`src/sv/ahpc_pkg.sv`:
```
// Shared types and constants for the arm homing position controller.
// No dependencies.
`timescale 1ns / 1ps
`default_nettype none

package ahpc_pkg;

	// Default length of the first homing phase, in ticks
	localparam int unsigned PHASE_TICKS_DEF = 20;
	// Phase-one skip: count jumps to this multiple of the phase length
	localparam int unsigned PHASE_SKIP_MULT = 10;

	localparam logic [6:0] PWM_STOP = 7'd100;

	// Request codes
	localparam logic [1:0] REQ_TICK       = 2'd0;
	localparam logic [1:0] REQ_SET_TARGET = 2'd1;
	localparam logic [1:0] REQ_HOME       = 2'd2;

	// Configuration register indexes
	localparam int unsigned CFG_IDX_W = 3;
	localparam logic [CFG_IDX_W-1:0] CFG_DEADBAND      = 3'd0;
	localparam logic [CFG_IDX_W-1:0] CFG_MIN_SPEED     = 3'd1;
	localparam logic [CFG_IDX_W-1:0] CFG_MAX_SPEED     = 3'd2;
	localparam logic [CFG_IDX_W-1:0] CFG_HOMING_SPEED  = 3'd3;
	localparam logic [CFG_IDX_W-1:0] CFG_HOME_TARGET   = 3'd4;
	localparam logic [CFG_IDX_W-1:0] CFG_HOME_FIRST_UP = 3'd5;
	localparam int unsigned CFG_DATA_W = 16;

	// Register reset values
	localparam logic [7:0]         DEADBAND_RST      = 8'd15;
	localparam logic [6:0]         MIN_SPEED_RST     = 7'd15;
	localparam logic [6:0]         MAX_SPEED_RST     = 7'd50;
	localparam logic [6:0]         HOMING_SPEED_RST  = 7'd20;
	localparam logic signed [15:0] HOME_TARGET_RST   = -16'sd256;
	localparam logic               HOME_FIRST_UP_RST = 1'b1;

	typedef enum logic [1:0] {
		HS_NOT_HOMED = 2'd0,
		HS_HOMING    = 2'd1,
		HS_HOMED     = 2'd2
	} home_state_t;

	typedef struct packed {
		logic [7:0]         deadband;
		logic [6:0]         min_speed;
		logic [6:0]         max_speed;
		logic [6:0]         homing_speed;
		logic signed [15:0] home_target;
		logic               home_first_up;
	} cfg_t;

endpackage

`default_nettype wire

```
`src/sv/ahpc_intf.sv`:
```
// Channel interfaces of the arm homing position controller: request,
// result and configuration write. Depends on nothing.
`timescale 1ns / 1ps
`default_nettype none

interface ahpc_req_if;
	logic               valid;
	logic               ready;
	logic [1:0]         req_type;
	logic signed [15:0] encoder_position;
	logic               limit_up;
	logic               limit_back;
	logic signed [15:0] target_position;

	modport source(output valid, req_type, encoder_position, limit_up, limit_back,
		target_position, input ready);
	modport sink(input valid, req_type, encoder_position, limit_up, limit_back,
		target_position, output ready);
endinterface

interface ahpc_rsp_if;
	logic       valid;
	logic       ready;
	logic [6:0] pwm_compare;
	logic       direction_up;
	logic       brake_on;
	logic       encoder_clear;
	logic [1:0] home_status;

	modport source(output valid, pwm_compare, direction_up, brake_on, encoder_clear,
		home_status, input ready);
	modport sink(input valid, pwm_compare, direction_up, brake_on, encoder_clear,
		home_status, output ready);
endinterface

interface ahpc_cfg_if;
	logic        valid;
	logic        ready;
	logic [2:0]  index;
	logic [15:0] wdata;

	modport source(output valid, index, wdata, input ready);
	modport sink(input valid, index, wdata, output ready);
endinterface

`default_nettype wire

```
`src/sv/arm_homing_position_controller_core.sv`:
```
// Arm homing position controller, top level. Depends on ahpc_pkg,
// the channel interfaces and ahpc_cfg_regs.
`timescale 1ns / 1ps
`default_nettype none

// One request per clock is accepted unless rsp.ready stalls the output, and
// every request yields one result. A request is captured in an input
// register, evaluated against the homing and drive state in one
// combinational pass, and its result lands in an output register once
// that register is free. The input and output registers are the only
// buffering: while a result waits, the input register can still take one
// request, and requests stop only when both hold an unread entry.
// Configuration writes must be issued while no request is in flight.
module arm_homing_position_controller_core #(
	parameter int unsigned PHASE_TICKS = ahpc_pkg::PHASE_TICKS_DEF
) (
	input  logic        clk,
	input  logic        arst_n,
	ahpc_req_if.sink    req,
	ahpc_rsp_if.source  rsp,
	ahpc_cfg_if.sink    cfg
);

	localparam logic [7:0] PHASE_LIMIT = 8'(PHASE_TICKS);
	localparam logic [7:0] SKIP_COUNT  = 8'((ahpc_pkg::PHASE_SKIP_MULT * PHASE_TICKS) % 256);

	// Saturating inverted PWM: 100 minus speed, never below zero
	function automatic logic [6:0] inv_pwm(input logic [6:0] speed);
		inv_pwm = (speed > ahpc_pkg::PWM_STOP) ? 7'd0 : ahpc_pkg::PWM_STOP - speed;
	endfunction

	ahpc_pkg::cfg_t regs;

	ahpc_cfg_regs u_cfg_regs (
		.clk    (clk),
		.arst_n (arst_n),
		.cfg    (cfg),
		.regs   (regs)
	);

	// Input register
	logic               valid_s1;
	logic [1:0]         req_type_s1;
	logic signed [15:0] pos_s1;
	logic               lim_up_s1;
	logic               lim_back_s1;
	logic signed [15:0] tgt_s1;

	// Output register
	logic       out_valid_q;
	logic [6:0] out_pwm_q;
	logic       out_dir_q;
	logic       out_brake_q;
	logic       out_clr_q;
	logic [1:0] out_status_q;

	// Controller state
	ahpc_pkg::home_state_t home_state_q, home_state_d;
	logic [7:0]            count_q, count_d;
	logic signed [15:0]    target_q, target_d;
	logic [6:0]            pwm_q, pwm_d;
	logic                  dir_q, dir_d;
	logic                  brake_q, brake_d;
	logic                  clr;

	logic advance;
	logic fire_s1;

	assign advance   = !out_valid_q || rsp.ready;
	assign fire_s1   = valid_s1 && advance;
	assign req.ready = !valid_s1 || advance;

	always_ff @(posedge clk or negedge arst_n) begin
		if (!arst_n) begin
			valid_s1 <= 1'b0;
		end else if (req.ready) begin
			valid_s1 <= req.valid;
		end
	end

	always_ff @(posedge clk) begin
		if (req.valid && req.ready) begin
			req_type_s1 <= req.req_type;
			pos_s1      <= req.encoder_position;
			lim_up_s1   <= req.limit_up;
			lim_back_s1 <= req.limit_back;
			tgt_s1      <= req.target_position;
		end
	end

	// Position error to clamped speed, used while homed
	logic signed [16:0] err;
	logic [15:0]        mag;
	logic [13:0]        spd_raw;
	logic [13:0]        spd_lo;
	logic [6:0]         spd;
	logic signed [16:0] db_pos;
	logic signed [16:0] db_neg;

	always_comb begin
		err     = 17'(target_q) - 17'(pos_s1);
		mag     = err[16] ? 16'(-err) : err[15:0];
		spd_raw = mag[15:2];
		// lower clamp first, then upper clamp
		spd_lo  = (spd_raw < 14'(regs.min_speed)) ? 14'(regs.min_speed) : spd_raw;
		spd     = (spd_lo > 14'(regs.max_speed)) ? regs.max_speed : spd_lo[6:0];
		db_pos  = signed'({9'd0, regs.deadband});
		db_neg  = -db_pos;
	end

	// Homing count step, saturating at all ones
	logic [7:0] cnt_inc;
	assign cnt_inc = (count_q != 8'hFF) ? count_q + 8'd1 : count_q;

	// Next state
	always_comb begin
		home_state_d = home_state_q;
		count_d      = count_q;
		target_d     = target_q;
		pwm_d        = pwm_q;
		dir_d        = dir_q;
		brake_d      = brake_q;
		clr          = 1'b0;
		unique case (req_type_s1)
			ahpc_pkg::REQ_TICK: begin
				unique case (home_state_q)
					ahpc_pkg::HS_NOT_HOMED: begin
						count_d = 8'd0;
					end
					ahpc_pkg::HS_HOMING: begin
						brake_d = 1'b0;
						count_d = cnt_inc;
						pwm_d   = inv_pwm(regs.homing_speed);
						if (cnt_inc <= PHASE_LIMIT) begin
							// phase one: configured direction, up switch ends it early
							dir_d = regs.home_first_up;
							if (lim_up_s1) begin
								count_d = SKIP_COUNT;
							end
						end else begin
							// phase two: reverse until the back switch closes
							dir_d = ~regs.home_first_up;
							if (lim_back_s1) begin
								clr          = 1'b1;
								target_d     = regs.home_target;
								home_state_d = ahpc_pkg::HS_HOMED;
							end
						end
					end
					ahpc_pkg::HS_HOMED: begin
						if (err > db_pos) begin
							dir_d   = 1'b0;
							pwm_d   = inv_pwm(spd);
							brake_d = 1'b0;
						end else if (err < db_neg) begin
							dir_d   = 1'b1;
							pwm_d   = inv_pwm(spd);
							brake_d = 1'b0;
						end else begin
							pwm_d   = ahpc_pkg::PWM_STOP;
							brake_d = 1'b1;
						end
					end
					default: ;
				endcase
			end
			ahpc_pkg::REQ_SET_TARGET: begin
				target_d = tgt_s1;
				brake_d  = 1'b0;
			end
			ahpc_pkg::REQ_HOME: begin
				home_state_d = ahpc_pkg::HS_HOMING;
				count_d      = 8'd0;
			end
			default: ; // unused code: no change
		endcase
	end

	always_ff @(posedge clk or negedge arst_n) begin
		if (!arst_n) begin
			home_state_q <= ahpc_pkg::HS_NOT_HOMED;
			count_q      <= 8'd0;
			target_q     <= 16'sd0;
			pwm_q        <= ahpc_pkg::PWM_STOP;
			dir_q        <= 1'b0;
			brake_q      <= 1'b1;
		end else if (fire_s1) begin
			home_state_q <= home_state_d;
			count_q      <= count_d;
			target_q     <= target_d;
			pwm_q        <= pwm_d;
			dir_q        <= dir_d;
			brake_q      <= brake_d;
		end
	end

	// Result register
	always_ff @(posedge clk or negedge arst_n) begin
		if (!arst_n) begin
			out_valid_q <= 1'b0;
		end else if (advance) begin
			out_valid_q <= valid_s1;
		end
	end

	always_ff @(posedge clk) begin
		if (fire_s1) begin
			out_pwm_q    <= pwm_d;
			out_dir_q    <= dir_d;
			out_brake_q  <= brake_d;
			out_clr_q    <= clr;
			out_status_q <= home_state_d;
		end
	end

	// Result outputs
	always_comb begin
		rsp.valid         = out_valid_q;
		rsp.pwm_compare   = out_pwm_q;
		rsp.direction_up  = out_dir_q;
		rsp.brake_on      = out_brake_q;
		rsp.encoder_clear = out_clr_q;
		rsp.home_status   = out_status_q;
	end

endmodule

`default_nettype wire

```
`src/sv/ahpc_cfg_regs.sv`:
```
// Configuration register file of the arm homing position controller.
// Depends on ahpc_pkg and ahpc_cfg_if.
`timescale 1ns / 1ps
`default_nettype none

module ahpc_cfg_regs (
	input  logic              clk,
	input  logic              arst_n,
	ahpc_cfg_if.sink          cfg,
	output ahpc_pkg::cfg_t    regs
);

	// Writes are always accepted
	assign cfg.ready = 1'b1;

	always_ff @(posedge clk or negedge arst_n) begin
		if (!arst_n) begin
			regs.deadband      <= ahpc_pkg::DEADBAND_RST;
			regs.min_speed     <= ahpc_pkg::MIN_SPEED_RST;
			regs.max_speed     <= ahpc_pkg::MAX_SPEED_RST;
			regs.homing_speed  <= ahpc_pkg::HOMING_SPEED_RST;
			regs.home_target   <= ahpc_pkg::HOME_TARGET_RST;
			regs.home_first_up <= ahpc_pkg::HOME_FIRST_UP_RST;
		end else if (cfg.valid) begin
			unique case (cfg.index)
				ahpc_pkg::CFG_DEADBAND:      regs.deadband      <= cfg.wdata[7:0];
				ahpc_pkg::CFG_MIN_SPEED:     regs.min_speed     <= cfg.wdata[6:0];
				ahpc_pkg::CFG_MAX_SPEED:     regs.max_speed     <= cfg.wdata[6:0];
				ahpc_pkg::CFG_HOMING_SPEED:  regs.homing_speed  <= cfg.wdata[6:0];
				ahpc_pkg::CFG_HOME_TARGET:   regs.home_target   <= signed'(cfg.wdata);
				ahpc_pkg::CFG_HOME_FIRST_UP: regs.home_first_up <= cfg.wdata[0];
				default: ; // unmapped index: write dropped
			endcase
		end
	end

endmodule

`default_nettype wire

```
`src/flat_wrapper.sv`:
```
// flat-port wrapper written by rule: the top's interface ports become plain ports
module arm_homing_position_controller_core_flat 
#(
	parameter int unsigned PHASE_TICKS = ahpc_pkg::PHASE_TICKS_DEF
)
  (clk, arst_n, req_valid, req_req_type, req_encoder_position, req_limit_up, req_limit_back, req_target_position, req_ready, rsp_valid, rsp_pwm_compare, rsp_direction_up, rsp_brake_on, rsp_encoder_clear, rsp_home_status, rsp_ready, cfg_valid, cfg_index, cfg_wdata, cfg_ready);
  ahpc_req_if req_i ();
  ahpc_rsp_if rsp_i ();
  ahpc_cfg_if cfg_i ();
  input  logic clk;
  input  logic arst_n;
  input wire logic [$bits(req_i.valid)-1:0] req_valid;
  input wire logic [$bits(req_i.req_type)-1:0] req_req_type;
  input wire logic [$bits(req_i.encoder_position)-1:0] req_encoder_position;
  input wire logic [$bits(req_i.limit_up)-1:0] req_limit_up;
  input wire logic [$bits(req_i.limit_back)-1:0] req_limit_back;
  input wire logic [$bits(req_i.target_position)-1:0] req_target_position;
  output wire logic [$bits(req_i.ready)-1:0] req_ready;
  output wire logic [$bits(rsp_i.valid)-1:0] rsp_valid;
  output wire logic [$bits(rsp_i.pwm_compare)-1:0] rsp_pwm_compare;
  output wire logic [$bits(rsp_i.direction_up)-1:0] rsp_direction_up;
  output wire logic [$bits(rsp_i.brake_on)-1:0] rsp_brake_on;
  output wire logic [$bits(rsp_i.encoder_clear)-1:0] rsp_encoder_clear;
  output wire logic [$bits(rsp_i.home_status)-1:0] rsp_home_status;
  input wire logic [$bits(rsp_i.ready)-1:0] rsp_ready;
  input wire logic [$bits(cfg_i.valid)-1:0] cfg_valid;
  input wire logic [$bits(cfg_i.index)-1:0] cfg_index;
  input wire logic [$bits(cfg_i.wdata)-1:0] cfg_wdata;
  output wire logic [$bits(cfg_i.ready)-1:0] cfg_ready;
  assign req_i.valid = req_valid;
  assign req_i.req_type = req_req_type;
  assign req_i.encoder_position = req_encoder_position;
  assign req_i.limit_up = req_limit_up;
  assign req_i.limit_back = req_limit_back;
  assign req_i.target_position = req_target_position;
  assign req_ready = req_i.ready;
  assign rsp_valid = rsp_i.valid;
  assign rsp_pwm_compare = rsp_i.pwm_compare;
  assign rsp_direction_up = rsp_i.direction_up;
  assign rsp_brake_on = rsp_i.brake_on;
  assign rsp_encoder_clear = rsp_i.encoder_clear;
  assign rsp_home_status = rsp_i.home_status;
  assign rsp_i.ready = rsp_ready;
  assign cfg_i.valid = cfg_valid;
  assign cfg_i.index = cfg_index;
  assign cfg_i.wdata = cfg_wdata;
  assign cfg_ready = cfg_i.ready;
  arm_homing_position_controller_core #(.PHASE_TICKS(PHASE_TICKS)) u_core (.clk(clk), .arst_n(arst_n), .req(req_i), .rsp(rsp_i), .cfg(cfg_i));
endmodule
```
`config.mk`:
```
export PLATFORM = sky130hd
export DESIGN_NAME = arm_homing_position_controller_core_flat
export DESIGN_NICKNAME = d
export VERILOG_FILES = /design/src/sv/ahpc_pkg.sv /design/src/sv/ahpc_intf.sv /design/src/sv/arm_homing_position_controller_core.sv /design/src/sv/ahpc_cfg_regs.sv /design/src/flat_wrapper.sv
export SDC_FILE = /design/constraint.sdc
export NUM_CORES = 1
export LEC_CHECK = 0
export BUFFER_PORTS_ARGS = -buffer_cell sky130_fd_sc_hd__buf_4
export CAP_MARGIN = 25
export CORE_MARGIN = 2
export CORE_UTILIZATION = 50
export CTS_CLUSTER_SIZE = 14
export DETAILED_ROUTE_END_ITERATION = 6
export HOLD_SLACK_MARGIN = 0.1
export PLACE_DENSITY = 0.69
export SLEW_MARGIN = 10
export SYNTH_ARGS = -nofsm -noshare
export SYNTH_HDL_FRONTEND = slang
export SYNTH_HIERARCHICAL = 1
export SYNTH_SLANG_ARGS = --single-unit
export TNS_END_PERCENT = 5
```
`constraint.sdc`:
```
create_clock -name clk -period 11.85 [get_ports clk]
set_input_delay 2.37 -clock clk [delete_from_list [all_inputs] [get_ports clk]]
set_output_delay 2.37 -clock clk [all_outputs]
set_load 0.005 [all_outputs]
```
==> impl_results.rst, run 1 <==
.. list-table::
   :header-rows: 1

   * - Metric
     - Value
   * - Status
     - finished, final reports clean
   * - Setup repair after global routing missed its margin
     - no
   * - Dominant cell type by area after synthesis
     - sky130_fd_sc_hd__edfxtp_1
   * - Row count
     - 47
   * - Leakage
     - just over 4 nW
   * - Critical Path Sink Type
     - flop
   * - Post-synth ARST share
     - 63.36%
   * - Clock slew seen by the registers of the worst setup and hold paths
     - 0.07 ns
   * - Top library cells by usage in the layout, fill and taps aside
     - 79 x sky130_fd_sc_hd__buf_4, 62 x sky130_fd_sc_hd__nor2_1, 60 x sky130_fd_sc_hd__ha_1, 57 x sky130_fd_sc_hd__dfrtp_1
   * - Routed via count divided by cell count
     - 5.677
   * - Min setup slack post-route
     - 3.982 ns
   * - Number of top-level pins
     - 75
   * - Sequential cell area
     - 0.003551 mm²
   * - Final Slew Violations
     - 0
   * - Achievable clock frequency
     - 127.1 MHz
   * - Starting utilization of the core area
     - between 50% and 60%
   * - GRT Util Overall
     - a little over a fifth
   * - Overall die area
     - 0.01765 mm²
   * - Most frequent standard cell in the layout excluding fill and tap cells
     - sky130_fd_sc_hd__buf_4
   * - Crit start category
     - flop
   * - Layout filler cell count
     - 1394
   * - Finished Cell Area
     - 0.009697 mm²
   * - Clk Latency, worst-skew pair
     - 0.43 ns
   * - Warnings, synthesis
     - 6
   * - Clock period minus worst slack
     - 7.868 ns
   * - Sequential element share of the synthesized area
     - a little over two fifths
   * - CTS Buf Count
     - 17
   * - Delay of the slowest critical-path stage
     - 0.61 ns
   * - CTS tree
     - built
   * - Worst rel slew slack
     - 40.54%
   * - DR iter-0 viols
     - between 300 and 400
   * - Power density cells
     - 228.0 mW/mm²
   * - Initial antenna violation count
     - 0
   * - Share of the cycle needed by the critical path after routing
     - 66.40%
   * - Pin count of the biggest net entering global routing
     - between 70 and 80
   * - Number of remaining DRC errors
     - 0
   * - Post-synthesis net count
     - 912
   * - H-Tree Level Count
     - 4
   * - Number of synthesized flops with an enable pin
     - 48
   * - Final-stage net count
     - 987
   * - Drt pass-1 iters
     - 5
   * - Prevailing post-synth register cell
     - sky130_fd_sc_hd__dfrtp_1
   * - Synth top area cells
     - sky130_fd_sc_hd__edfxtp_1 17%, sky130_fd_sc_hd__dfrtp_1 17%, sky130_fd_sc_hd__ha_1 9.0%
   * - Placeable Area
     - 0.01641 mm²
   * - Sink Count
     - 131
   * - Synthesized instance count
     - 791
   * - Clock buffer depth
     - 2
   * - Hold Crit Class
     - reg -> reg
   * - Die extent in y
     - 132.9 µm
   * - Post-route clock skew
     - 0.01326 ns
   * - CP Data Required Time
     - 12.01 ns
   * - Post-synthesis instance area
     - just over 0.008 mm²
   * - Kind of critical path
     - reg -> reg
   * - Post-synth top area share
     - between 15 and 20%
   * - Count of antenna diodes in the layout
     - 0
   * - Total grt overflow
     - 0
   * - Post-CTS repair timing setup buffer count
     - 0
   * - Vias in the first global route
     - roughly 6000
   * - Post-DP Area
     - roughly 0.0090 mm²
   * - Post-detailed-routing wire length
     - around 18000 µm
   * - First-pass GRT wire length
     - slightly below 30000 µm
   * - Detailed-placement wirelength estimate
     - 13380 µm
   * - Detailed-route wire length per cell
     - 16.58 µm
   * - Area overhead of the layout relative to synthesis
     - 16.79%
   * - Number of distinct library cell variants in the gate-level netlist after synthesis
     - 81
   * - Die Width
     - between 100 and 150 µm
   * - Max Cap Viol
     - 0
   * - Share of post-route cells with drive strength above 1
     - approximately a quarter
   * - Maximum fanout along the worst path
     - 16
   * - Remaining antenna violation count
     - 0
   * - Post-cts hold buffer count
     - 0
   * - CP max-delay cell
     - sky130_fd_sc_hd__or4b_2
   * - Final count of negative-setup-slack endpoints
     - 0
   * - Endpoint arrival time on the critical path
     - 8.03 ns
   * - Average instance area after synthesis
     - 10.50 µm²
   * - Accumulated negative setup slack
     - 0 ns
   * - Hold violation total from the final report
     - 0
   * - Number of flip-flops and latches in the synthesized netlist
     - around 130
   * - Vias
     - 6239
   * - Maximum resistive drop on vdd
     - 0.0001430 V
   * - CTS-repair resized insts
     - 0
   * - Power consumption
     - 0.002211 W
   * - Total area of multi-input combinational cells
     - 0.004429 mm²
   * - Port Buf Inserts
     - 73
   * - Routability-driven placement congestion ratio
     - 0.8892
   * - Pre-CTS setup slack
     - 4.070 ns
   * - CTS root buf
     - sky130_fd_sc_hd__clkbuf_16
   * - Final core utilization
     - 59.10%
   * - Measured slew at the worst slew-check pin
     - just under 0.9 ns
==> flip-flops by register name, indices dropped and copies added, names as in the netlist, 2 cells and up <==
signal,cells
u_core/u_cfg_regs/regs,46
u_core/pos_s1,16
u_core/target_q,16
u_core/tgt_s1,16
u_core/count_q,8
u_core/pwm_q,7
u_core/rsp.pwm_compare,7
u_core/home_state_q,2
u_core/req_type_s1,2
u_core/rsp.home_status,2
==> worst paths after layout <==
check                                                     from                                     end  slack (ns)  depth (start not counted)
worst min register to register     u_core/pwm_q[3]$_DFFE_PN0P_             u_core/pwm_q[3]$_DFFE_PN0P_        0.49                          2
max in group asynchronous                               arst_n  u_core/u_cfg_regs/regs[10]$_DFFE_PN1P_        9.25                          3
worst min-delay path               u_core/pwm_q[3]$_DFFE_PN0P_             u_core/pwm_q[3]$_DFFE_PN0P_        0.49                          2
min in group asynchronous                               arst_n             u_core/pwm_q[0]$_DFFE_PN0P_        1.76                          1
worst max register to register  u_core/target_q[0]$_DFFE_PN0P_     u_core/rsp.pwm_compare[4]$_DFFE_PP_        3.98                         34
worst max-delay path            u_core/target_q[0]$_DFFE_PN0P_     u_core/rsp.pwm_compare[4]$_DFFE_PP_        3.98                         34
==> per-layer routing <==
| metal | part of all wire [%] | up-vias | routed length [µm] | GRT usage [%] |
|---|---|---|---|---|
| li1 | - | 3042 | - | - |
| met1 | 47 | 3034 | 8565 | 29.05 |
| met2 | 47 | 144 | 8649 | 34.69 |
| met3 | 4.0 | 19 | 737 | 3.870 |
| met4 | 1.4 | 0 | 264 | 5.854 |
| met5 | 0 | - | 0 | 0 |
==> synth_stat cells (all sizes together), types with 9 or more instances <==
cell / number
clkbuf: 10
o21a: 15
dfrtp: 57
buf: 15
dfstp: 26
inv: 52
nand3: 19
xnor2: 20
nor3: 20
nor2: 63
and3: 9
mux2i: 31
a21oi: 59
nand2: 54
ha: 60
edfxtp: 48
o21ai: 37
xor2: 13
nand2b: 14
mux2: 57
==> layout make-up <==
cell class / instances / area share [%]
sequential: 131 / 36.62
inverter: 53 / 2.052
multi-input combinational: 582 / 45.68
tap: 220 / 2.839
clock buffer: 17 / 4.387
clock inverter: 15 / 1.871
timing repair buffer: 81 / 6.555
==> stage by stage <==
stage	hold slack, ns	instances
floorplan	0.4497	791
global placement	0.4666	1065
detailed placement	0.4751	1065
CTS	0.4877	1097
global route	0.5118	1099
finish	0.4853	1099
==> worst max-delay path, delay by kind of cell (launching register included) <==
family	cells	cell delay (ns)
DFF	1	0.35
adders and majority gates	5	1.43
muxes	1	0.36
buffers and inverters	2	0.19
xor gates and xnor gates	2	0.44
and+or+nand+nor	7	1.31
AOI/OAI and AO/OA	17	3.50
==> cells by family (layout without fill, tap and decap cells) <==
logic type      count (synthesis)  count (layout)  share of synthesized area (%)
buf+inv                        78             166                          4.250
simple gates                  226             226                          13.83
compound gates                173             173                          14.68
mux                            88              88                          11.66
other cells                     1               1                        0.04516
xor+xnor                       33              33                          3.481
flops                         131             131                          42.77
fa+ha+maj                      61              61                          9.283
==> power breakdown <==
group / internal [W] / switching, W / total (W)
Sequential: 0.000577 / 0.0000635 / 0.000641
Clock: 0.000303 / 0.000228 / 0.000531
Combinational: 0.000450 / 0.000590 / 0.00104
No activity file was read; power rests on OpenSTA's default activity.
==> run 2: changes to the inputs <==
Settings changed: ABC_AREA from default to 1.
Clock period 11.85 ns to 7.7 ns, I/O delays scaled along.
==> impl_results.rst, run 2 <==
.. list-table::
   :header-rows: 1

   * - Metric
     - Value
   * - Post-cts hold buffer count
     - 0 (unchanged)
   * - Clock buffer depth
     - 2 (unchanged)
   * - Measured slew at the worst slew-check pin
     - 0.9421 ns (was 0.8795 ns)
   * - Number of placed instances, taps included
     - 1401 (was 1065)
   * - Power consumption
     - 0.004107 W (was 0.002211 W)
   * - Xor/xnor share of the synthesized area
     - 2.131% (was 3.481%)
   * - First-pass GRT wire length
     - 33080 µm (was 29740 µm)
   * - Synthesized instance count
     - 1117 (was 791)
   * - Count of antenna diodes in the layout
     - 0 (unchanged)
   * - Initial antenna violation count
     - 0 (unchanged)
   * - Commonest cells post-synth
     - 373 x sky130_fd_sc_hd__nand2_1, 147 x sky130_fd_sc_hd__inv_1, 96 x sky130_fd_sc_hd__nand3_1 (was 63 x sky130_fd_sc_hd__nor2_1, 60 x sky130_fd_sc_hd__ha_1, 57 x sky130_fd_sc_hd__dfrtp_1)
   * - Worst rel slew slack
     - 37.12% (was 40.54%)
   * - Drt pass-1 iters
     - 5 (unchanged)
   * - Routed via count divided by cell count
     - 5.105 (was 5.677)
   * - Number of flip-flops and latches in the synthesized netlist
     - 131 (unchanged)
   * - CTS tree
     - built (unchanged)
   * - Leakage
     - 5.131 nW (was 4.144 nW)
   * - Final-stage net count
     - 1316 (was 987)
   * - Clock period minus worst slack
     - 6.054 ns (was 7.868 ns)
   * - Overall die area
     - 0.01833 mm² (was 0.01765 mm²)
   * - Vias in the first global route
     - 6667 (was 5961)
   * - Vias
     - 7316 (was 6239)
   * - DR iter-0 viols
     - 495 (was 376)
   * - Most common cell on crit path
     - sky130_fd_sc_hd__nand2_1
   * - Area overhead of the layout relative to synthesis
     - 15.92% (was 16.79%)
   * - CP max-delay cell
     - sky130_fd_sc_hd__fa_1 (was sky130_fd_sc_hd__or4b_2)
   * - Crit start category
     - flop (unchanged)
   * - Sequential power share
     - 24.9% (was 29.0%)
   * - Post-synthesis net count
     - 1238 (was 912)
   * - NetSw
     - 0.001824 W (was 0.0008815 W)
   * - Finished Cell Area
     - 0.01000 mm² (was 0.009697 mm²)
   * - Final count of negative-setup-slack endpoints
     - 0 (unchanged)
   * - Min setup slack post-route
     - 1.646 ns (was 3.982 ns)
   * - Share of the cycle needed by the critical path after routing
     - 78.62% (was 66.40%)
   * - Top library cells by usage in the layout, fill and taps aside
     - 373 x sky130_fd_sc_hd__nand2_1, 147 x sky130_fd_sc_hd__inv_1, 96 x sky130_fd_sc_hd__nand3_1, 77 x sky130_fd_sc_hd__buf_4, 68 x sky130_fd_sc_hd__nor2_1 (was 79 x sky130_fd_sc_hd__buf_4, 62 x sky130_fd_sc_hd__nor2_1, 60 x sky130_fd_sc_hd__ha_1, 57 x sky130_fd_sc_hd__dfrtp_1)
   * - Port Buf Inserts
     - 73 (unchanged)
   * - Post-CTS repair timing setup buffer count
     - 0 (unchanged)
   * - H-Tree Level Count
     - 4 (unchanged)
   * - Maximum resistive drop on vdd
     - 0.0002228 V (was 0.0001430 V)
   * - Post-detailed-routing wire length
     - 20060 µm (was 18220 µm)
   * - Warnings, synthesis
     - 6 (unchanged)
   * - Post-synth top area share
     - 16.70% (was 17.36%)
   * - Die extent in y
     - 135.4 µm (was 132.9 µm)
   * - Clk network pwr share
     - 19.9% (was 24.0%)
   * - Hold Crit Class
     - reg -> reg (unchanged)
   * - Pin count of the biggest net entering global routing
     - 64 (was 76)
   * - Critical Path Sink Type
     - flop (unchanged)
   * - Remaining antenna violation count
     - 0 (unchanged)
   * - Average instance area after synthesis
     - 7.726 µm² (was 10.50 µm²)
   * - Post-route clock skew
     - 0.006458 ns (was 0.01326 ns)
   * - Share of post-route cells with drive strength above 1
     - 16.72% (was 24.69%)
   * - Combinational family with the most area after synthesis
     - simple AND/OR/NAND/NOR gates (was compound AO/OA/AOI/OAI gates)
   * - Maximum fanout along the worst path
     - 16 (unchanged)
   * - Row count
     - 48 (was 47)
   * - Compound-Gate Fraction of Synth Area
     - 7.598% (was 14.68%)
   * - Starting utilization of the core area
     - 50.59% (was 50.61%)
   * - Detailed-route wire length per cell
     - 14.00 µm (was 16.58 µm)
   * - Max Cap Viol
     - 0 (unchanged)
   * - Prevailing post-synth register cell
     - sky130_fd_sc_hd__dfrtp_1 (unchanged)
   * - GRT Util Overall
     - 23.00% (was 21.20%)
   * - Setup repair after global routing missed its margin
     - no (unchanged)
   * - Hold violation total from the final report
     - 0 (unchanged)
   * - Placeable Area
     - 0.01706 mm² (was 0.01641 mm²)
   * - Number of synthesized flops with an enable pin
     - 48 (unchanged)
   * - CTS Buf Count
     - 17 (unchanged)
   * - Die Width
     - 135.4 µm (was 132.9 µm)
   * - Synth top area cells
     - sky130_fd_sc_hd__edfxtp_1 17%, sky130_fd_sc_hd__dfrtp_1 17%, sky130_fd_sc_hd__nand2_1 16% (was sky130_fd_sc_hd__edfxtp_1 17%, sky130_fd_sc_hd__dfrtp_1 17%, sky130_fd_sc_hd__ha_1 9.0%)
   * - Switching share of power
     - 44.40% (was 39.87%)
   * - Post-synthesis instance area
     - 0.008630 mm² (was 0.008303 mm²)
   * - Achievable clock frequency
     - 165.2 MHz (was 127.1 MHz)
   * - Proportion of power drawn by combinational gates
     - 55.2% (was 47.0%)
   * - Accumulated negative setup slack
     - 0 ns (unchanged)
   * - Internal power
     - 0.002284 W (was 0.001330 W)
   * - Endpoint arrival time on the critical path
     - 6.20 ns (was 8.03 ns)
   * - Clock slew seen by the registers of the worst setup and hold paths
     - 0.05 ns (was 0.07 ns)
   * - Sink Count
     - 131 (unchanged)
   * - Delay of the slowest critical-path stage
     - 0.39 ns (was 0.61 ns)
   * - Most frequent standard cell in the layout excluding fill and tap cells
     - sky130_fd_sc_hd__nand2_1 (was sky130_fd_sc_hd__buf_4)
   * - Detailed-placement wirelength estimate
     - 15590 µm (was 13380 µm)
   * - Most flops, register
     - u_core/u_cfg_regs/regs (unchanged)
   * - CTS root buf
     - sky130_fd_sc_hd__clkbuf_16 (unchanged)
   * - CP Data Required Time
     - 7.85 ns (was 12.01 ns)
   * - Dominant cell by count in the synthesized netlist
     - sky130_fd_sc_hd__nand2_1 (was sky130_fd_sc_hd__nor2_1)
   * - Number of remaining DRC errors
     - 0 (unchanged)
   * - Post-synthesis share of cell area spent on and, or, nand and nor gates
     - 31.78% (was 13.83%)
   * - Number of top-level pins
     - 75 (unchanged)
   * - Kind of critical path
     - reg -> reg (unchanged)
   * - Pre-CTS setup slack
     - 1.668 ns (was 4.070 ns)
   * - Power density cells
     - 410.6 mW/mm² (was 228.0 mW/mm²)
   * - Clk Latency, worst-skew pair
     - 0.42 ns (was 0.43 ns)
   * - Layout filler cell count
     - 1592 (was 1394)
   * - Post-synth ARST share
     - 63.36% (unchanged)
   * - Total grt overflow
     - 0 (unchanged)
   * - Sequential element share of the synthesized area
     - 41.15% (was 42.77%)
   * - Status
     - finished, final reports clean (unchanged)
   * - Post-DP Area
     - 0.009388 mm² (was 0.009047 mm²)
   * - Routability-driven placement congestion ratio
     - 0.9157 (was 0.8892)
   * - Dominant cell type by area after synthesis
     - sky130_fd_sc_hd__edfxtp_1 (unchanged)
   * - Final Slew Violations
     - 0 (unchanged)
   * - Number of flip-flops under the largest register name
     - 46 (unchanged)
   * - Multiplexer share of the synthesized area
     - 0% (was 11.66%)
   * - Non-filler instance count after layout
     - 1433 (was 1099)
   * - Fraction of the mapped netlist area in adder cells
     - 8.931% (was 9.283%)
   * - Number of distinct library cell variants in the gate-level netlist after synthesis
     - 52 (was 81)
   * - CTS-repair resized insts
     - 0 (unchanged)
-- run 2: cell count changes in the layout (fill, tap and decap cells not counted), sizes merged, moves of 12 or more --
cell,delta
o21ai,-12
mux2i,-31
nand2b,-14
xnor2,-19
inv,+101
a21oi,-26
nand2,+342
clkbuf,+12
mux2,-57
o21a,-13
nand4,+12
nand3,+84
nor2,+17
a31oi,+12
-- run 2: cell type report --
cell class / instances / area, µm² / area share, %
sequential: 131 / 3551 / 35.50
inverter: 162 / 608.1 / 6.079
clock inverter: 3 / 63.81 / 0.6379
clock buffer: 29 / 551.8 / 5.516
multi-input combinational: 806 / 4369 / 43.68
tap: 225 / 281.5 / 2.814
timing repair buffer: 77 / 578.1 / 5.779
-- run 2: metal layers --
| layer | GRT usage, % | part of all wire [%] | up-vias |
|---|---|---|---|
| li1 | - | - | 3782 |
| met1 | 33.80 | 49 | 3341 |
| met2 | 35.48 | 45 | 173 |
| met3 | 3.853 | 4.7 | 20 |
| met4 | 5.961 | 1.0 | 0 |
| met5 | 0 | 0 | - |
-- run 2: stage by stage --
step | hold slack, ns | utilization [%]
2_1_floorplan | 0.4419 | -
3_3_place_gp | 0.4525 | 55.04
3_5_place_dp | 0.4536 | 55.04
4_1_cts | 0.4621 | 58.65
5_1_grt | 0.4775 | 58.65
6_report | 0.4611 | 58.65
-- run 2: logic make-up after synthesis --
family | count (synthesis)
and+or+nand+nor | 620
buffers and inverters | 180
DFF | 131
AOI/OAI and AO/OA | 103
adders and majority gates | 61
xor gates and xnor gates | 21
other | 1
-- run 2: power groups by stage --
stage / registers [W] / logic (W) / clock network, W
after global routing: 0.00104 / 0.00261 / 0.000861
after floorplan: 0.000993 / 0.00175 / 0
final: 0.00102 / 0.00227 / 0.000819
after CTS: 0.00102 / 0.00226 / 0.000834
after detailed placement: 0.00103 / 0.00225 / 0
after global placement: 0.00103 / 0.00219 / 0
-- run 2: worst paths after layout --
kind                                                          endpoint                                   start  slack, ns  cells past startpoint
worst max register to register     u_core/rsp.pwm_compare[6]$_DFFE_PP_              u_core/pos_s1[0]$_DFFE_PP_       1.65                     42
worst min register to register  u_core/u_cfg_regs/regs[16]$_DFFE_PN1P_  u_core/u_cfg_regs/regs[16]$_DFFE_PN1P_       0.46                      2
max in group asynchronous               u_core/target_q[4]$_DFFE_PN0P_                                  arst_n       5.61                      2
min in group asynchronous                  u_core/pwm_q[4]$_DFFE_PN0P_                                  arst_n       1.01                      1
worst min-delay path            u_core/u_cfg_regs/regs[16]$_DFFE_PN1P_  u_core/u_cfg_regs/regs[16]$_DFFE_PN1P_       0.46                      2
worst max-delay path               u_core/rsp.pwm_compare[6]$_DFFE_PP_              u_core/pos_s1[0]$_DFFE_PP_       1.65                     42
-- run 2: critical path: cells and delay by family, from the launching register on --
family / cells / cell delay [ns]
and+or+nand+nor: 24 / 2.24
AOI/OAI and AO/OA: 7 / 1.12
xor gates and xnor gates: 1 / 0.20
DFF: 1 / 0.38
buffers and inverters: 5 / 0.49
adders and majority gates: 5 / 1.36
==> run 3: changes to the inputs <==
Clock period 7.7 ns to 6.25 ns, I/O delays scaled along.
==> impl_results.rst, run 3 (synthesis gave the netlist of run 2 again) <==
.. list-table::
   :header-rows: 1

   * - Metric
     - Value
   * - GRT Util Overall
     - 23.11% (was 23.00%)
   * - Post-detailed-routing wire length
     - 20470 µm (was 20060 µm)
   * - Initial antenna violation count
     - 0 (unchanged)
   * - Routed via count divided by cell count
     - 5.148 (was 5.105)
   * - Delay of the slowest critical-path stage
     - 0.54 ns (was 0.39 ns)
   * - Remaining antenna violation count
     - 0 (unchanged)
   * - Top library cells by usage in the layout, fill and taps aside
     - 372 x sky130_fd_sc_hd__nand2_1, 146 x sky130_fd_sc_hd__inv_1, 95 x sky130_fd_sc_hd__nand3_1, 85 x sky130_fd_sc_hd__buf_4, 67 x sky130_fd_sc_hd__nor2_1 (was 373 x sky130_fd_sc_hd__nand2_1, 147 x sky130_fd_sc_hd__inv_1, 96 x sky130_fd_sc_hd__nand3_1, 77 x sky130_fd_sc_hd__buf_4, 68 x sky130_fd_sc_hd__nor2_1)
   * - Overall die area
     - 0.01833 mm² (unchanged)
   * - Post-cts hold buffer count
     - 0 (unchanged)
   * - Port Buf Inserts
     - 73 (unchanged)
   * - Final core utilization
     - 59.26% (was 58.65%)
   * - Share of post-route cells with drive strength above 1
     - 17.83% (was 16.72%)
   * - Share of the cycle needed by the critical path after routing
     - 92.66% (was 78.62%)
   * - Status
     - finished, final reports clean (unchanged)
   * - Hold Crit Class
     - reg -> reg (unchanged)
   * - Drt pass-1 iters
     - 7 (was 5)
   * - NetSw
     - 0.002333 W (was 0.001824 W)
   * - Maximum fanout along the worst path
     - 8 (was 16)
   * - Die Width
     - 135.4 µm (unchanged)
   * - Post-route clock skew
     - 0.006679 ns (was 0.006458 ns)
   * - Clock buffer depth
     - 2 (unchanged)
   * - CP Data Required Time
     - 6.40 ns (was 7.85 ns)
   * - CTS root buf
     - sky130_fd_sc_hd__clkbuf_16 (unchanged)
   * - Row count
     - 48 (unchanged)
   * - Hold violation total from the final report
     - 0 (unchanged)
   * - Internal power
     - 0.002878 W (was 0.002284 W)
   * - Sequential power share
     - 24.2% (was 24.9%)
   * - Critical Path Sink Type
     - flop (unchanged)
   * - CP max-delay cell
     - sky130_fd_sc_hd__fa_2 (was sky130_fd_sc_hd__fa_1)
   * - Number of remaining DRC errors
     - 0 (unchanged)
   * - Number of top-level pins
     - 75 (unchanged)
   * - Clk Latency, worst-skew pair
     - 0.42 ns (about the same)
   * - Maximum resistive drop on vdd
     - 0.0003117 V (was 0.0002228 V)
   * - Final-stage net count
     - 1325 (was 1316)
   * - Switching share of power
     - 44.77% (was 44.40%)
   * - Placeable Area
     - 0.01706 mm² (unchanged)
   * - CTS tree
     - built (unchanged)
   * - Die extent in y
     - 135.4 µm (unchanged)
   * - Detailed-route wire length per cell
     - 14.19 µm (was 14.00 µm)
   * - Worst rel slew slack
     - 38.10% (was 37.12%)
   * - DR iter-0 viols
     - 414 (was 495)
   * - Most common cell on crit path
     - sky130_fd_sc_hd__nand2_1 (unchanged)
   * - Critical path's top delay family
     - simple AND/OR/NAND/NOR gates (unchanged)
   * - Number of flip-flops under the largest register name
     - 46 (unchanged)
   * - H-Tree Level Count
     - 4 (unchanged)
   * - Sink Count
     - 131 (unchanged)
   * - Final count of negative-setup-slack endpoints
     - 0 (unchanged)
   * - Starting utilization of the core area
     - 50.59% (unchanged)
   * - Count of antenna diodes in the layout
     - 0 (unchanged)
   * - Clock slew seen by the registers of the worst setup and hold paths
     - 0.05 ns (about the same)
   * - Crit start category
     - flop (unchanged)
   * - Area overhead of the layout relative to synthesis
     - 17.12% (was 15.92%)
   * - Endpoint arrival time on the critical path
     - 5.94 ns (was 6.20 ns)
   * - Proportion of power drawn by combinational gates
     - 56.6% (was 55.2%)
   * - Leakage
     - 5.163 nW (was 5.131 nW)
   * - Pin count of the biggest net entering global routing
     - 64 (unchanged)
   * - Measured slew at the worst slew-check pin
     - 0.9274 ns (was 0.9421 ns)
   * - Power consumption
     - 0.005210 W (was 0.004107 W)
   * - Achievable clock frequency
     - 172.7 MHz (was 165.2 MHz)
   * - Clk network pwr share
     - 19.2% (was 19.9%)
   * - First-pass GRT wire length
     - 33220 µm (was 33080 µm)
   * - Vias in the first global route
     - 6753 (was 6667)
   * - Max Cap Viol
     - 0 (unchanged)
   * - Routability-driven placement congestion ratio
     - 0.9157 (unchanged)
   * - Kind of critical path
     - reg -> reg (unchanged)
   * - Most frequent standard cell in the layout excluding fill and tap cells
     - sky130_fd_sc_hd__nand2_1 (unchanged)
   * - Detailed-placement wirelength estimate
     - 15490 µm (was 15590 µm)
   * - Clock period minus worst slack
     - 5.791 ns (was 6.054 ns)
   * - Most flops, register
     - u_core/u_cfg_regs/regs (unchanged)
   * - Total grt overflow
     - 0 (unchanged)
   * - CTS Buf Count
     - 17 (unchanged)
   * - Vias
     - 7424 (was 7316)
   * - Final Slew Violations
     - 0 (unchanged)
   * - Buffering stage count on the worst path with inverters included
     - 5 (unchanged)
   * - Power density cells
     - 515.5 mW/mm² (was 410.6 mW/mm²)
[run 3: per-stage QoR]
step / instance area (µm²) / worst slack, ns / hold slack (ns) / setup TNS (ns) / instances
floorplan: 8630 / 0.7091 / 0.4419 / 0 / 1117
finish: 10110 / 0.4590 / 0.4592 / 0 / 1442
CTS: 9990 / 0.2082 / 0.4607 / 0 / 1433
global placement: 9388 / 0.3943 / 0.4525 / 0 / 1401
global route: 10110 / -0.1005 / 0.4751 / -0.2171 / 1442
detailed placement: 9388 / 0.2294 / 0.4551 / 0 / 1401
[run 3: worst min-delay path: cells and delay by family (launching register included)]
kind / cells / cell delay, ns
flip-flops: 1 / 0.36
AND/OR/NAND/NOR: 2 / 0.09
[run 3: area by class of cell]
| type | instances | area, µm² |
|---|---|---|
| clock inverter | 4 | 95.09 |
| sequential | 131 | 3551 |
| tap | 225 | 281.5 |
| timing repair buffer | 85 | 638.1 |
| multi-input combinational | 807 | 4422 |
| inverter | 162 | 613.1 |
| fill | 1568 | 6949 |
| clock buffer | 28 | 506.7 |
[run 3: what timing repair did]
action	CTS	global route
setup buffers	0	8
setup endpoints to repair	0	14
resized for setup	0	12
[run 3: path summary, 6_finish.rpt]
check                                                       start                                     end  slack, ns  depth (start not counted)
min reg2reg                u_core/u_cfg_regs/regs[16]$_DFFE_PN1P_  u_core/u_cfg_regs/regs[16]$_DFFE_PN1P_       0.46                          2
max                                u_core/target_q[0]$_DFFE_PN0P_     u_core/rsp.pwm_compare[6]$_DFFE_PP_       0.46                         39
max in group asynchronous                                  arst_n          u_core/target_q[6]$_DFFE_PN0P_       4.44                          2
min in group asynchronous                                  arst_n             u_core/pwm_q[4]$_DFFE_PN0P_       0.72                          1
max reg2reg                        u_core/target_q[0]$_DFFE_PN0P_     u_core/rsp.pwm_compare[6]$_DFFE_PP_       0.46                         39
min                        u_core/u_cfg_regs/regs[16]$_DFFE_PN1P_  u_core/u_cfg_regs/regs[16]$_DFFE_PN1P_       0.46                          2
[run 3: power by group through the flow]
stage / sequential [W] / combinational, W / clock [W]
after floorplan: 0.00122 / 0.00215 / 0
after global placement: 0.00126 / 0.00270 / 0
after detailed placement: 0.00127 / 0.00277 / 0
after CTS: 0.00126 / 0.00279 / 0.00102
after global routing: 0.00128 / 0.00338 / 0.00106
final: 0.00126 / 0.00295 / 0.00100
[run 3: metal layers]
metal / vias up / GRT usage [%] / part of all wire [%]
met1: 3433 / 33.52 / 49
li1: 3799 / - / -
met3: 20 / 4.078 / 4.2
met2: 172 / 35.98 / 46
met4: 0 / 6.019 / 1.2
met5: - / 0 / 0
